[src/rtl/mdpc_pkg.sv]
// ----------------------------------------------------------------------------
// mdpc_pkg
// Shared constants and helpers for the marker docking phase controller:
// phase codes, command codes, register indexes and velocity step values.
// ----------------------------------------------------------------------------
package mdpc_pkg;

    // phase codes
    localparam logic [2:0] PH_IDLE   = 3'd0;
    localparam logic [2:0] PH_WAIT   = 3'd1;
    localparam logic [2:0] PH_CENTER = 3'd2;
    localparam logic [2:0] PH_RANGE  = 3'd3;
    localparam logic [2:0] PH_ROTATE = 3'd4;
    localparam logic [2:0] PH_DONE   = 3'd5;

    // command codes
    localparam logic CMD_START = 1'b0;
    localparam logic CMD_TICK  = 1'b1;

    // register indexes
    localparam logic [2:0] CFG_CENTER_TOL = 3'd0;
    localparam logic [2:0] CFG_NEAR_LIMIT = 3'd1;
    localparam logic [2:0] CFG_FAR_LIMIT  = 3'd2;
    localparam logic [2:0] CFG_PITCH_TOL  = 3'd3;
    localparam logic [2:0] CFG_APPR_STOP  = 3'd4;
    localparam logic [2:0] CFG_VIEW_OUTER = 3'd5;
    localparam logic [2:0] CFG_VIEW_INNER = 3'd6;

    // register reset values
    localparam logic [11:0] RST_CENTER_TOL = 12'd100;
    localparam logic [13:0] RST_NEAR_LIMIT = 14'd1500;
    localparam logic [13:0] RST_FAR_LIMIT  = 14'd2000;
    localparam logic [11:0] RST_PITCH_TOL  = 12'd500;
    localparam logic [13:0] RST_APPR_STOP  = 14'd1000;
    localparam logic [23:0] RST_VIEW_OUTER = 24'd500000;
    localparam logic [23:0] RST_VIEW_INNER = 24'd400000;

    // velocity steps
    localparam logic signed [7:0] STEP_LIN    = 8'sd100;
    localparam logic signed [8:0] STEP_TURN   = 9'sd100;
    localparam logic signed [8:0] SEARCH_TURN = -9'sd200;

    // hysteresis term taken off the inner limit while approaching
    localparam logic signed [25:0] HYST_AREA = 26'sd600000;

    // +step when pos, -step when neg, zero otherwise
    function automatic logic signed [8:0] step_turn(input logic pos, input logic neg);
        logic signed [8:0] r;
        r = 9'sd0;
        if (pos)
        begin
            r = STEP_TURN;
        end
        else if (neg)
        begin
            r = -STEP_TURN;
        end
        return r;
    endfunction

endpackage

[src/rtl/marker_docking_phase_controller.sv]
// ----------------------------------------------------------------------------
// marker_docking_phase_controller
// Bang-bang docking sequencer: centering, ranging and rotating phases driven
// by marker pose ticks, with one shared 32x32 multiplier for the view tests.
// ----------------------------------------------------------------------------
//  channel   handshake              payload
//  in        in_valid / in_ready    command, pos_x_mm, pos_z_mm, pitch_mrad
//  out       out_valid / out_ready  linear_speed, turn_rate, phase_now, last,
//                                   finished
//  cfg       cfg_we                 cfg_index, cfg_data
//
//  a start request has its result valid right after the accepting edge
//  a tick runs the shared multiplier through x^2, z^2, outer^2, inner^2 and
//  x^2*d^2, then an evaluate state registers the first result;
//  each further result comes from another evaluate state after the previous one is taken
//  in_ready is high only while idle with no result pending
//  a tick in idle or done phase gives no result and returns at once
//  rst_n clears phase, hysteresis flag, aligned pitch and loads register defaults
// ----------------------------------------------------------------------------
module marker_docking_phase_controller
    import mdpc_pkg::*;
(
    input  logic              clk,
    input  logic              rst_n,
    input  logic              in_valid,
    output logic              in_ready,
    input  logic              command,
    input  logic signed [15:0] pos_x_mm,
    input  logic signed [15:0] pos_z_mm,
    input  logic signed [12:0] pitch_mrad,
    output logic              out_valid,
    input  logic              out_ready,
    output logic signed [7:0] linear_speed,
    output logic signed [8:0] turn_rate,
    output logic [2:0]        phase_now,
    output logic              last,
    output logic              finished,
    input  logic              cfg_we,
    input  logic [2:0]        cfg_index,
    input  logic [23:0]       cfg_data
);

    typedef enum logic [1:0] {
        ST_IDLE,
        ST_MUL,
        ST_EVAL,
        ST_OUT
    } state_t;

    localparam logic [2:0] MSTEP_LAST = 3'd4;

    state_t state_reg;
    logic [2:0] mstep_reg;

    // configuration
    logic [11:0] center_tol_reg;
    logic [13:0] near_limit_reg;
    logic [13:0] far_limit_reg;
    logic [11:0] pitch_tol_reg;
    logic [13:0] appr_stop_reg;
    logic [23:0] view_outer_reg;
    logic [23:0] view_inner_reg;

    // block state
    logic [2:0]         phase_reg;
    logic signed [12:0] aligned_reg;
    logic               appr_flag_reg;

    // latched request and products
    logic signed [15:0] x_reg;
    logic signed [15:0] z_reg;
    logic signed [12:0] p_reg;
    logic [30:0] x2_reg;
    logic [30:0] z2_reg;
    logic [31:0] d2_reg;
    logic [47:0] co2_reg;
    logic [47:0] ci2_reg;
    logic [61:0] xd_reg;

    // output registers
    logic              out_valid_reg;
    logic signed [7:0] lin_reg;
    logic signed [8:0] turn_reg;
    logic [2:0]        phase_out_reg;
    logic              last_reg;

    // shared multiplier
    logic [31:0] mul_a;
    logic [31:0] mul_b;
    logic [63:0] mul_p;

    logic [15:0] abs_x;
    logic [15:0] abs_z;
    logic [12:0] abs_aligned;
    logic signed [25:0] inner_c;
    logic [23:0] inner_mag;

    // one evaluation step
    logic signed [7:0] ev_lin;
    logic signed [8:0] ev_turn;
    logic [2:0]        ev_phase;
    logic              ev_last;
    logic              ev_angle_we;
    logic              ev_flag_we;
    logic              ev_flag;
    logic              outer_ok;
    logic              inner_ok;

    assign abs_x       = x_reg[15] ? (~x_reg + 16'd1) : x_reg;
    assign abs_z       = z_reg[15] ? (~z_reg + 16'd1) : z_reg;
    assign abs_aligned = aligned_reg[12] ? (~aligned_reg + 13'd1) : aligned_reg;
    assign inner_c     = $signed({2'b00, view_inner_reg}) - (appr_flag_reg ? HYST_AREA : 26'sd0);
    assign inner_mag   = inner_c[23:0];

    always_comb
    begin
        case (mstep_reg)
            3'd0:
            begin
                mul_a = {16'd0, abs_x};
                mul_b = {16'd0, abs_x};
            end
            3'd1:
            begin
                mul_a = {16'd0, abs_z};
                mul_b = {16'd0, abs_z};
            end
            3'd2:
            begin
                mul_a = {8'd0, view_outer_reg};
                mul_b = {8'd0, view_outer_reg};
            end
            3'd3:
            begin
                mul_a = {8'd0, inner_mag};
                mul_b = {8'd0, inner_mag};
            end
            3'd4:
            begin
                mul_a = {1'b0, x2_reg};
                mul_b = d2_reg;
            end
            default:
            begin
                mul_a = 32'd0;
                mul_b = 32'd0;
            end
        endcase
    end

    assign mul_p = mul_a * mul_b;

    assign outer_ok = (xd_reg <= {14'd0, co2_reg});
    assign inner_ok = !inner_c[25] && (xd_reg <= {14'd0, ci2_reg});

    always_comb
    begin
        ev_lin      = 8'sd0;
        ev_turn     = 9'sd0;
        ev_phase    = phase_reg;
        ev_last     = 1'b1;
        ev_angle_we = 1'b0;
        ev_flag_we  = 1'b0;
        ev_flag     = 1'b0;
        case (phase_reg)
            PH_CENTER, PH_RANGE:
            begin
                if (phase_reg == PH_CENTER && abs_x >= {4'd0, center_tol_reg})
                begin
                    ev_turn = step_turn(x_reg < 0, x_reg > 0);
                end
                else if (z_reg <= $signed({2'b00, near_limit_reg}))
                begin
                    ev_lin = -STEP_LIN;
                end
                else if (z_reg >= $signed({2'b00, far_limit_reg}))
                begin
                    ev_lin = STEP_LIN;
                end
                else
                begin
                    // phase passed, same tick goes on to the next phase
                    ev_angle_we = (phase_reg == PH_CENTER);
                    ev_phase    = phase_reg + 3'd1;
                    ev_last     = 1'b0;
                end
            end
            PH_ROTATE:
            begin
                if (abs_aligned <= {1'b0, pitch_tol_reg})
                begin
                    ev_phase = PH_DONE;
                end
                else if (outer_ok)
                begin
                    ev_flag_we = 1'b1;
                    if (inner_ok)
                    begin
                        ev_turn = step_turn(p_reg > 0, p_reg < 0);
                    end
                    else if (abs_z >= {2'd0, appr_stop_reg})
                    begin
                        ev_flag = 1'b1;
                        ev_lin  = STEP_LIN;
                    end
                    else
                    begin
                        ev_phase = PH_CENTER;
                    end
                end
                else
                begin
                    ev_turn = step_turn(p_reg < 0, p_reg > 0);
                end
            end
            default:
            begin
                ev_last = 1'b1;
            end
        endcase
    end

    always_ff @(posedge clk or negedge rst_n)
    begin
        if (!rst_n)
        begin
            state_reg      <= ST_IDLE;
            mstep_reg      <= 3'd0;
            center_tol_reg <= RST_CENTER_TOL;
            near_limit_reg <= RST_NEAR_LIMIT;
            far_limit_reg  <= RST_FAR_LIMIT;
            pitch_tol_reg  <= RST_PITCH_TOL;
            appr_stop_reg  <= RST_APPR_STOP;
            view_outer_reg <= RST_VIEW_OUTER;
            view_inner_reg <= RST_VIEW_INNER;
            phase_reg      <= PH_IDLE;
            aligned_reg    <= 13'sd0;
            appr_flag_reg  <= 1'b0;
            x_reg          <= 16'sd0;
            z_reg          <= 16'sd0;
            p_reg          <= 13'sd0;
            x2_reg         <= 31'd0;
            z2_reg         <= 31'd0;
            d2_reg         <= 32'd0;
            co2_reg        <= 48'd0;
            ci2_reg        <= 48'd0;
            xd_reg         <= 62'd0;
            out_valid_reg  <= 1'b0;
            lin_reg        <= 8'sd0;
            turn_reg       <= 9'sd0;
            phase_out_reg  <= PH_IDLE;
            last_reg       <= 1'b0;
        end
        else
        begin
            if (cfg_we)
            begin
                case (cfg_index)
                    CFG_CENTER_TOL: center_tol_reg <= cfg_data[11:0];
                    CFG_NEAR_LIMIT: near_limit_reg <= cfg_data[13:0];
                    CFG_FAR_LIMIT:  far_limit_reg  <= cfg_data[13:0];
                    CFG_PITCH_TOL:  pitch_tol_reg  <= cfg_data[11:0];
                    CFG_APPR_STOP:  appr_stop_reg  <= cfg_data[13:0];
                    CFG_VIEW_OUTER: view_outer_reg <= cfg_data;
                    CFG_VIEW_INNER: view_inner_reg <= cfg_data;
                    default:        ;
                endcase
            end

            case (state_reg)
                ST_IDLE:
                begin
                    if (in_valid)
                    begin
                        if (command == CMD_START)
                        begin
                            phase_reg     <= PH_WAIT;
                            lin_reg       <= 8'sd0;
                            turn_reg      <= SEARCH_TURN;
                            phase_out_reg <= PH_WAIT;
                            last_reg      <= 1'b1;
                            out_valid_reg <= 1'b1;
                            state_reg     <= ST_OUT;
                        end
                        else if (phase_reg inside {[PH_WAIT:PH_ROTATE]})
                        begin
                            x_reg     <= pos_x_mm;
                            z_reg     <= pos_z_mm;
                            p_reg     <= pitch_mrad;
                            mstep_reg <= 3'd0;
                            state_reg <= ST_MUL;
                            if (phase_reg == PH_WAIT)
                            begin
                                phase_reg <= PH_CENTER;
                            end
                        end
                    end
                end
                ST_MUL:
                begin
                    case (mstep_reg)
                        3'd0: x2_reg <= mul_p[30:0];
                        3'd1: z2_reg <= mul_p[30:0];
                        3'd2:
                        begin
                            co2_reg <= mul_p[47:0];
                            d2_reg  <= {1'b0, x2_reg} + {1'b0, z2_reg};
                        end
                        3'd3: ci2_reg <= mul_p[47:0];
                        3'd4: xd_reg  <= mul_p[61:0];
                        default: ;
                    endcase
                    mstep_reg <= mstep_reg + 3'd1;
                    if (mstep_reg == MSTEP_LAST)
                    begin
                        state_reg <= ST_EVAL;
                    end
                end
                ST_EVAL:
                begin
                    phase_reg     <= ev_phase;
                    lin_reg       <= ev_lin;
                    turn_reg      <= ev_turn;
                    phase_out_reg <= ev_phase;
                    last_reg      <= ev_last;
                    out_valid_reg <= 1'b1;
                    if (ev_angle_we)
                    begin
                        aligned_reg <= p_reg;
                    end
                    if (ev_flag_we)
                    begin
                        appr_flag_reg <= ev_flag;
                    end
                    state_reg <= ST_OUT;
                end
                ST_OUT:
                begin
                    if (out_ready)
                    begin
                        out_valid_reg <= 1'b0;
                        state_reg     <= last_reg ? ST_IDLE : ST_EVAL;
                    end
                end
                default:
                begin
                    state_reg <= ST_IDLE;
                end
            endcase
        end
    end

    assign in_ready     = (state_reg == ST_IDLE);
    assign out_valid    = out_valid_reg;
    assign linear_speed = lin_reg;
    assign turn_rate    = turn_reg;
    assign phase_now    = phase_out_reg;
    assign last         = last_reg;
    assign finished     = (phase_out_reg == PH_DONE);

    // one request at a time
    assert property (@(posedge clk) disable iff (!rst_n) in_ready |-> !out_valid)
        else $error("request taken while a result is pending");

    // the final result of a request frees the input side
    assert property (@(posedge clk) disable iff (!rst_n)
        out_valid && out_ready && last |=> in_ready)
        else $error("block not idle after final result");

    // no result while the multiplier is running
    assert property (@(posedge clk) disable iff (!rst_n)
        state_reg == ST_MUL |-> !out_valid)
        else $error("result shown during multiply sequence");

    // waiting phase only ever reported by the search turn of a start request
    assert property (@(posedge clk) disable iff (!rst_n)
        out_valid && phase_now == PH_WAIT |-> turn_rate == SEARCH_TURN && last)
        else $error("bad result in waiting phase");

endmodule
[config.mk]
export PLATFORM = sky130hd
export DESIGN_NAME = marker_docking_phase_controller
export DESIGN_NICKNAME = d
export VERILOG_FILES = /design/src/rtl/mdpc_pkg.sv /design/src/rtl/marker_docking_phase_controller.sv
export SDC_FILE = /design/constraint.sdc
export NUM_CORES = 2
export LEC_CHECK = 0
export ABC_AREA = 0
export BUFFER_PORTS_ARGS = -buffer_cell sky130_fd_sc_hd__buf_2
export CAP_MARGIN = 40
export CORE_UTILIZATION = 25
export DETAILED_ROUTE_END_ITERATION = 12
export PLACE_DENSITY = 0.49
export SETUP_SLACK_MARGIN = 0.1
export SLEW_MARGIN = 0
export SYNTH_ARGS = -nofsm -noshare
export SYNTH_HDL_FRONTEND = slang
export SYNTH_SLANG_ARGS = --single-unit
[constraint.sdc]
create_clock -name clk -period 11.75 [get_ports clk]
set_input_delay 0.5875 -clock clk [delete_from_list [all_inputs] [get_ports clk]]
set_output_delay 0.5875 -clock clk [all_outputs]
set_load 0.005 [all_outputs]
## Yosys cells after proc, flatten, opt, wreduce, memory -nomap -nowiden

Cells that the tools add are included.

| cells by class | value |
|---|---|
| add/sub/neg operators | 7 |
| multiply operators | 1 |
| magnitude comparators | 13 |
| eq/ne operators | 26 |
| mux-type cells | 79 |
| bitwise operators | 3 |
| reductions and logical operators | 31 |

Operators with widths:

| cell | count |
|---|---|
| $pmux W32 S5 | 1 |
| $pmux W31 S5 | 1 |
| $le A62 B48 Y1 | 2 |
| $mux W9 | 12 |
| $mul A32 B32 Y62 | 1 |
| $mux W3 | 16 |
| $pmux W9 S2 | 2 |
| $mux W7 | 5 |
| $add A16 B1 Y16 const B | 2 |
| $add A31 B31 Y32 | 1 |
| $mux W16 | 2 |
| $mux W8 | 4 |
| $not A16 Y16 | 2 |
| $pmux W8 S2 | 2 |
| $reduce_and A2 Y1 | 14 |
| $sub A24 B20 Y25 | 1 |
| $pmux W3 S2 | 4 |
| $mux W20 | 1 |
| $reduce_and A4 Y1 | 5 |
| $mux W1 | 19 |
| $eq A3 B2 Y1 const B | 6 |
| $eq A3 B3 Y1 const B | 6 |
| $ge A16 B12 Y1 | 1 |
| $ge A16 B14 Y1 | 1 |
| 31 further kinds | 49 |

| storage, ports and cells | value |
|---|---|
| register bits | 455 |
| output and inout port bits | 24 |
| word-level logic and storage cells | 186 |

## Longest topological paths before layout

| logic depth | value |
|---|---|
| depth after elaboration | 10 |
| gate-level depth with buffers | 43 |

## Worst setup path before layout

OpenSTA, ideal clock, no wires.

| timing | value |
|---|---|
| path kind | reg-to-reg |
| start | register view_inner_reg[7] |
| end | register xd_reg[59] |
| arrival time | 9.444 ns |
| path slack | 2.175 ns |
| cell stages (with the launch flop) | 38 |
| path buffers | 2 |
| cell sequence | dfstp_2 -> inv_1 -> fa_1 -> nand2b_1 -> a21boi_0 -> o21ai_0 -> a31o_2 -> nand2b_1 -> a21oi_1 -> xor2_1 -> a22o_1 -> a21oi_1 -> clkbuf_1 -> nor2_1 -> fa_1 -> fa_1 -> inv_1 -> fa_1 -> (+2 left out) -> fa_1 -> fa_1 -> fa_1 -> inv_1 -> fa_1 -> inv_1 -> ha_1 -> clkbuf_1 -> nand2_1 -> a21oi_1 -> a221o_1 -> a221o_1 -> a31o_2 -> a21oi_2 -> o21ai_1 -> nor2b_1 -> a2111oi_0 -> o21ai_1 |

| between the ends | value |
|---|---|
| longest elaborated chain between the ends | 3 |
| elaborated cells on any way between the ends | 4 |
| classes of those cells | 1 x add/sub; 1 x mul; 2 x mux |

RTL lines:

| element | line | RTL |
|---|---|---|
| from (decl) | marker_docking_phase_controller.sv:62 | `logic [23:0] view_inner_reg;` |
| from (signal assigned) | marker_docking_phase_controller.sv:265 | `CFG_VIEW_INNER: view_inner_reg <= cfg_data;` |
| $sub A24 B20 Y25 (*) | marker_docking_phase_controller.sv:112 | `assign inner_c = $signed({2'b00, view_inner_reg}) - (appr_flag_reg ? HYST_AREA : 26'sd0);` |
| $pmux W31 S5 / $pmux W32 S5 (equally long branches) | marker_docking_phase_controller.sv:117 | `case (mstep_reg)` |
| $mul A32 B32 Y62 (*) | marker_docking_phase_controller.sv:151 | `assign mul_p = mul_a * mul_b;` |
| to (signal assigned) | marker_docking_phase_controller.sv:310 | `3'd4: xd_reg <= mul_p[61:0];` |
| to (decl) | marker_docking_phase_controller.sv:78 | `logic [61:0] xd_reg;` |

Every way passes the cells marked *; elsewhere a longest branch is shown, timed or not.
A chain may end at the register's enable or synchronous reset.

## Worst setup path in the final report

| timing | value |
|---|---|
| start | register appr_flag_reg |
| end | register xd_reg[60] |

| between the ends | value |
|---|---|
| longest elaborated chain between the ends | 4 |
| elaborated cells on any way between the ends | 5 |
| classes of those cells | 1 x add/sub; 1 x mul; 3 x mux |

RTL lines:

| element | line | RTL |
|---|---|---|
| from (decl) | marker_docking_phase_controller.sv:67 | `logic appr_flag_reg;` |
| from (signal assigned) | marker_docking_phase_controller.sv:333 | `appr_flag_reg <= ev_flag;` |
| $mux W20 (*) | marker_docking_phase_controller.sv:112 |  |
| $sub A24 B20 Y25 (*) | marker_docking_phase_controller.sv:112 |  |
| $pmux W31 S5 / $pmux W32 S5 (equally long branches) | marker_docking_phase_controller.sv:117 |  |
| $mul A32 B32 Y62 (*) | marker_docking_phase_controller.sv:151 |  |

Marked as above.

==> impl_metrics.py <==
metrics = {
    "outcome": {
        "status": "finished clean",
    },
    "min_path": {
        "min_to": "z_reg[0]",
        "whs_path_depth": 3,
        "worstHoldStart": "pos_z_mm[0]",
        "hp-class": "input pin to flip-flop",
    },
    "routing": {
        "routed_via_density": 4.72,
        "drt_pass1_iterations": 8,
        "wirelength_um": 193000,
        "drt-initial-drc-count": 3525,
        "antenna_left": 0,
        "via_count": 43500,
        "drcViolationCount": 0,
        "post_drt_wl_per_cell_um": 21.0,
    },
    "sta": {
        "rsz0062_at_grt": "no",
        "max-slew-margin-rel_pct": 36.8,
        "setup_violations": 0,
        "finClkSkew_ns": 0.0346,
        "tightest_slew_ns": 0.945,
        "period_share_pct": 95.2,
        "hold_viol_final": 0,
        "fin_tns_setup_ns": 0,
        "hold_slack_ns": 0.188,
        "period_needed_ns": 11.19,
        "drv_slew": 0,
        "max_freq_mhz": 89.4,
    },
    "yosys": {
        "ys_seq_elements": 446,
        "ys.warnings.count": 0,
        "synthCells": 6194,
        "ys_seq_area_share_pct": 20.0,
        "avgSynthCellArea_um2": 9.05,
        "synthFlopType": "dfrtp_1",
        "synth_cell_types": 95,
        "async_reset_ff_share_pct": 100,
        "synth_enable_flop_cells": 0,
        "syn_area_um2": 56100,
    },
    "global_routing": {
        "grt_max_degree": 152,
        "grt_antenna_before_repair": 8,
        "grt_pass1_vias": 45400,
        "grt_overflow": 0,
        "grt_pass1_wl_um": 296000,
        "grt_usage_pct": 17.4,
    },
    "clock_network": {
        "cts_buffers": 47,
        "cts-root-buf": "clkbuf_16",
        "cts_htree_levels": 2,
        "clk_path_buf_depth": 3,
        "path_clk_slew_ns": 0.07,
        "post_cts_buffers": 0,
        "cts.repair.resized": 0,
        "cts_sinks": 446,
        "cts_tree": "built",
        "clock_latency_ns": 0.63,
    },
    "setup_path": {
        "worst_path_largest_cell_delay_ns": 0.64,
        "crit_path_start_kind": "flip-flop",
        "critPathKind": "flip-flop to flip-flop",
        "worst-r2r-setup-slack_ns": 0.56,
        "critical-path-slowest-cell": "a211oi_4",
        "regToRegEndpoint": "xd_reg[60]",
        "cpMostUsedCell": "fa_1",
        "worstPathArrival_ns": 11.73,
        "r2r-start": "appr_flag_reg",
        "path_max_fanout": 12,
        "cp.required_ns": 12.29,
        "crit_path_end_kind": "flip-flop",
        "worst-r2r-cell-count": 37,
    },
    "placed_design": {
        "gp_congestion": 0.953,
        "dp.final_hpwl_um": 157000,
        "io_buffers": 97,
    },
    "floorplanning": {
        "io_pins": 102,
        "die_y_um": 476,
        "num_rows": 173,
        "die_w_um": 476,
        "start_util_pct": 25.2,
        "coreArea_um2": 223000,
        "die-area_um2": 226000,
    },
    "cells_and_area": {
        "final_nets": 7611,
        "final_layout_size_suffix_gt1_share_pct": 9.33,
        "syn2layout_area_growth_pct": 11.2,
        "largest_reg_flops": 62,
    },
    "flow_run": {
        "drv_cap": 0,
    },
}
## cell families (layout without fill, tap and decap cells)
family	Yosys count	count (layout)	synth area share, %
compound gates	1025	1025	11.4
xor+xnor	126	126	1.97
fa+ha+maj	1331	1331	41.3
buf+inv	1433	1474	9.71
flops	446	446	20.0
mux	141	141	2.83
other cells	1	6	0.00669
simple gates	1691	1691	12.8
## per-layer routing
| layer | GRT usage [%] | vias to the layer above | routed length, um |
|---|---|---|---|
| met5 | 0 | - | 57 |
| met4 | 6.06 | 8 | 7720 |
| met3 | 2.48 | 314 | 12600 |
| met2 | 27.3 | 1438 | 85400 |
| met1 | 24.2 | 22100 | 87500 |
| li1 | - | 19600 | - |
## cell usage in the layout, fill, tap and decap left out, types with 20 or more instances in the layout
master / synthesis / routed
clkbuf_16: 0 / 48
xnor2_1: 84 / 84
and2_1: 63 / 61
nand2_1: 973 / 968
and3_1: 31 / 31
a21oi_1: 208 / 203
buf_4: 10 / 161
nor2_1: 386 / 386
dfstp_2: 41 / 41
nor3_1: 40 / 38
fa_1: 867 / 867
a31oi_1: 29 / 29
xor2_1: 42 / 42
nand4_1: 45 / 45
nand2b_1: 22 / 22
a21o_1: 113 / 113
o21ai_0: 374 / 373
o31ai_1: 62 / 62
nand3_1: 34 / 34
a211oi_1: 21 / 20
o21bai_1: 28 / 28
inv_1: 1109 / 1109
mux2_2: 129 / 129
ha_1: 464 / 464
buf_2: 16 / 96
o21ai_1: 36 / 37
dfrtp_1: 405 / 405
## cell type report
cell class / count / area (um2)
well taps: 2975 / 3720
fillers: 23900 / 160000
clock buffers: 71 / 1410
diodes: 2 / 5.00
clock inverters: 14 / 171
multi-input cells: 4318 / 39500
repair buffers: 280 / 2170
flip-flops and latches: 446 / 11200
inverters: 1109 / 4160
## Yosys cell counts (all sizes together), types with 7 or more instances
master  number  area, um2
xnor2       84        736
nor2b       20        125
fa         867      17400
o21ai      410       2050
o21bai      29        229
nand2b      22        138
clkbuf     282       1070
and4         9       78.8
nand3       34        170
ha         464       5810
a41oi        8       85.1
a221oi       9       85.1
a211oi      23        183
a22o         8       70.1
o31ai       64        490
o41ai        7       76.3
o21a        19        143
and3        33        213
a31oi       29        181
or3         14       87.6
nor3b        7       57.6
a222oi      10        100
o211ai      16        120
inv       1109       4160
nand2      973       3650
xor2        42        368
dfstp       41       1080
and2        63        394
a21boi       9       67.6
mux2       139       1570
nor3        41        210
or2          7       43.8
a21o       113        848
a21oi      213       1090
nor2       387       1460
nand4       45        282
buf         42        215
dfrtp      405      10100
nor4        20        131
## metrics by stage
stage | setup WS (ns) | cell area, um2 | util (%) | std cells
2_1_floorplan | 2.17 | 56100 | - | 6197
3_3_place_gp | 0.915 | 60400 | 27.1 | 9107
3_5_place_dp | 0.730 | 60800 | 27.3 | 9127
4_1_cts | 0.653 | 62400 | 28.0 | 9213
5_1_grt | 0.108 | 62400 | 28.0 | 9213
6_report | 0.559 | 62400 | 28.0 | 9215
## what timing repair did
item	in CTS	in global routing
endpoints found under the hold margin	62	0
hold buffers	1	0
setup endpoints to repair	0	5
## worst max-delay path, delay by kind of cell, from the launching register on
kind | cells | cell delay [ns]
compound gates | 18 | 4.33
fa+ha+maj | 10 | 4.75
simple gates | 1 | 0.13
mux | 1 | 0.39
flops | 1 | 0.43
buf+inv | 7 | 1.05
## worst max path at each step
stage	start	end	slack, ns	depth (start not counted)
floorplan	view_inner_reg[7]	xd_reg[59]	2.17	37
global placement	appr_flag_reg	xd_reg[60]	0.92	37
detailed placement	appr_flag_reg	xd_reg[60]	0.73	37
CTS	appr_flag_reg	xd_reg[60]	0.65	37
global route	appr_flag_reg	co2_reg[47]	0.11	35
finish	appr_flag_reg	xd_reg[60]	0.56	37
Power is left out: the tool's default activity adds up to more than one toggle a clock period on the data nets, which glitch-free logic cannot reach.
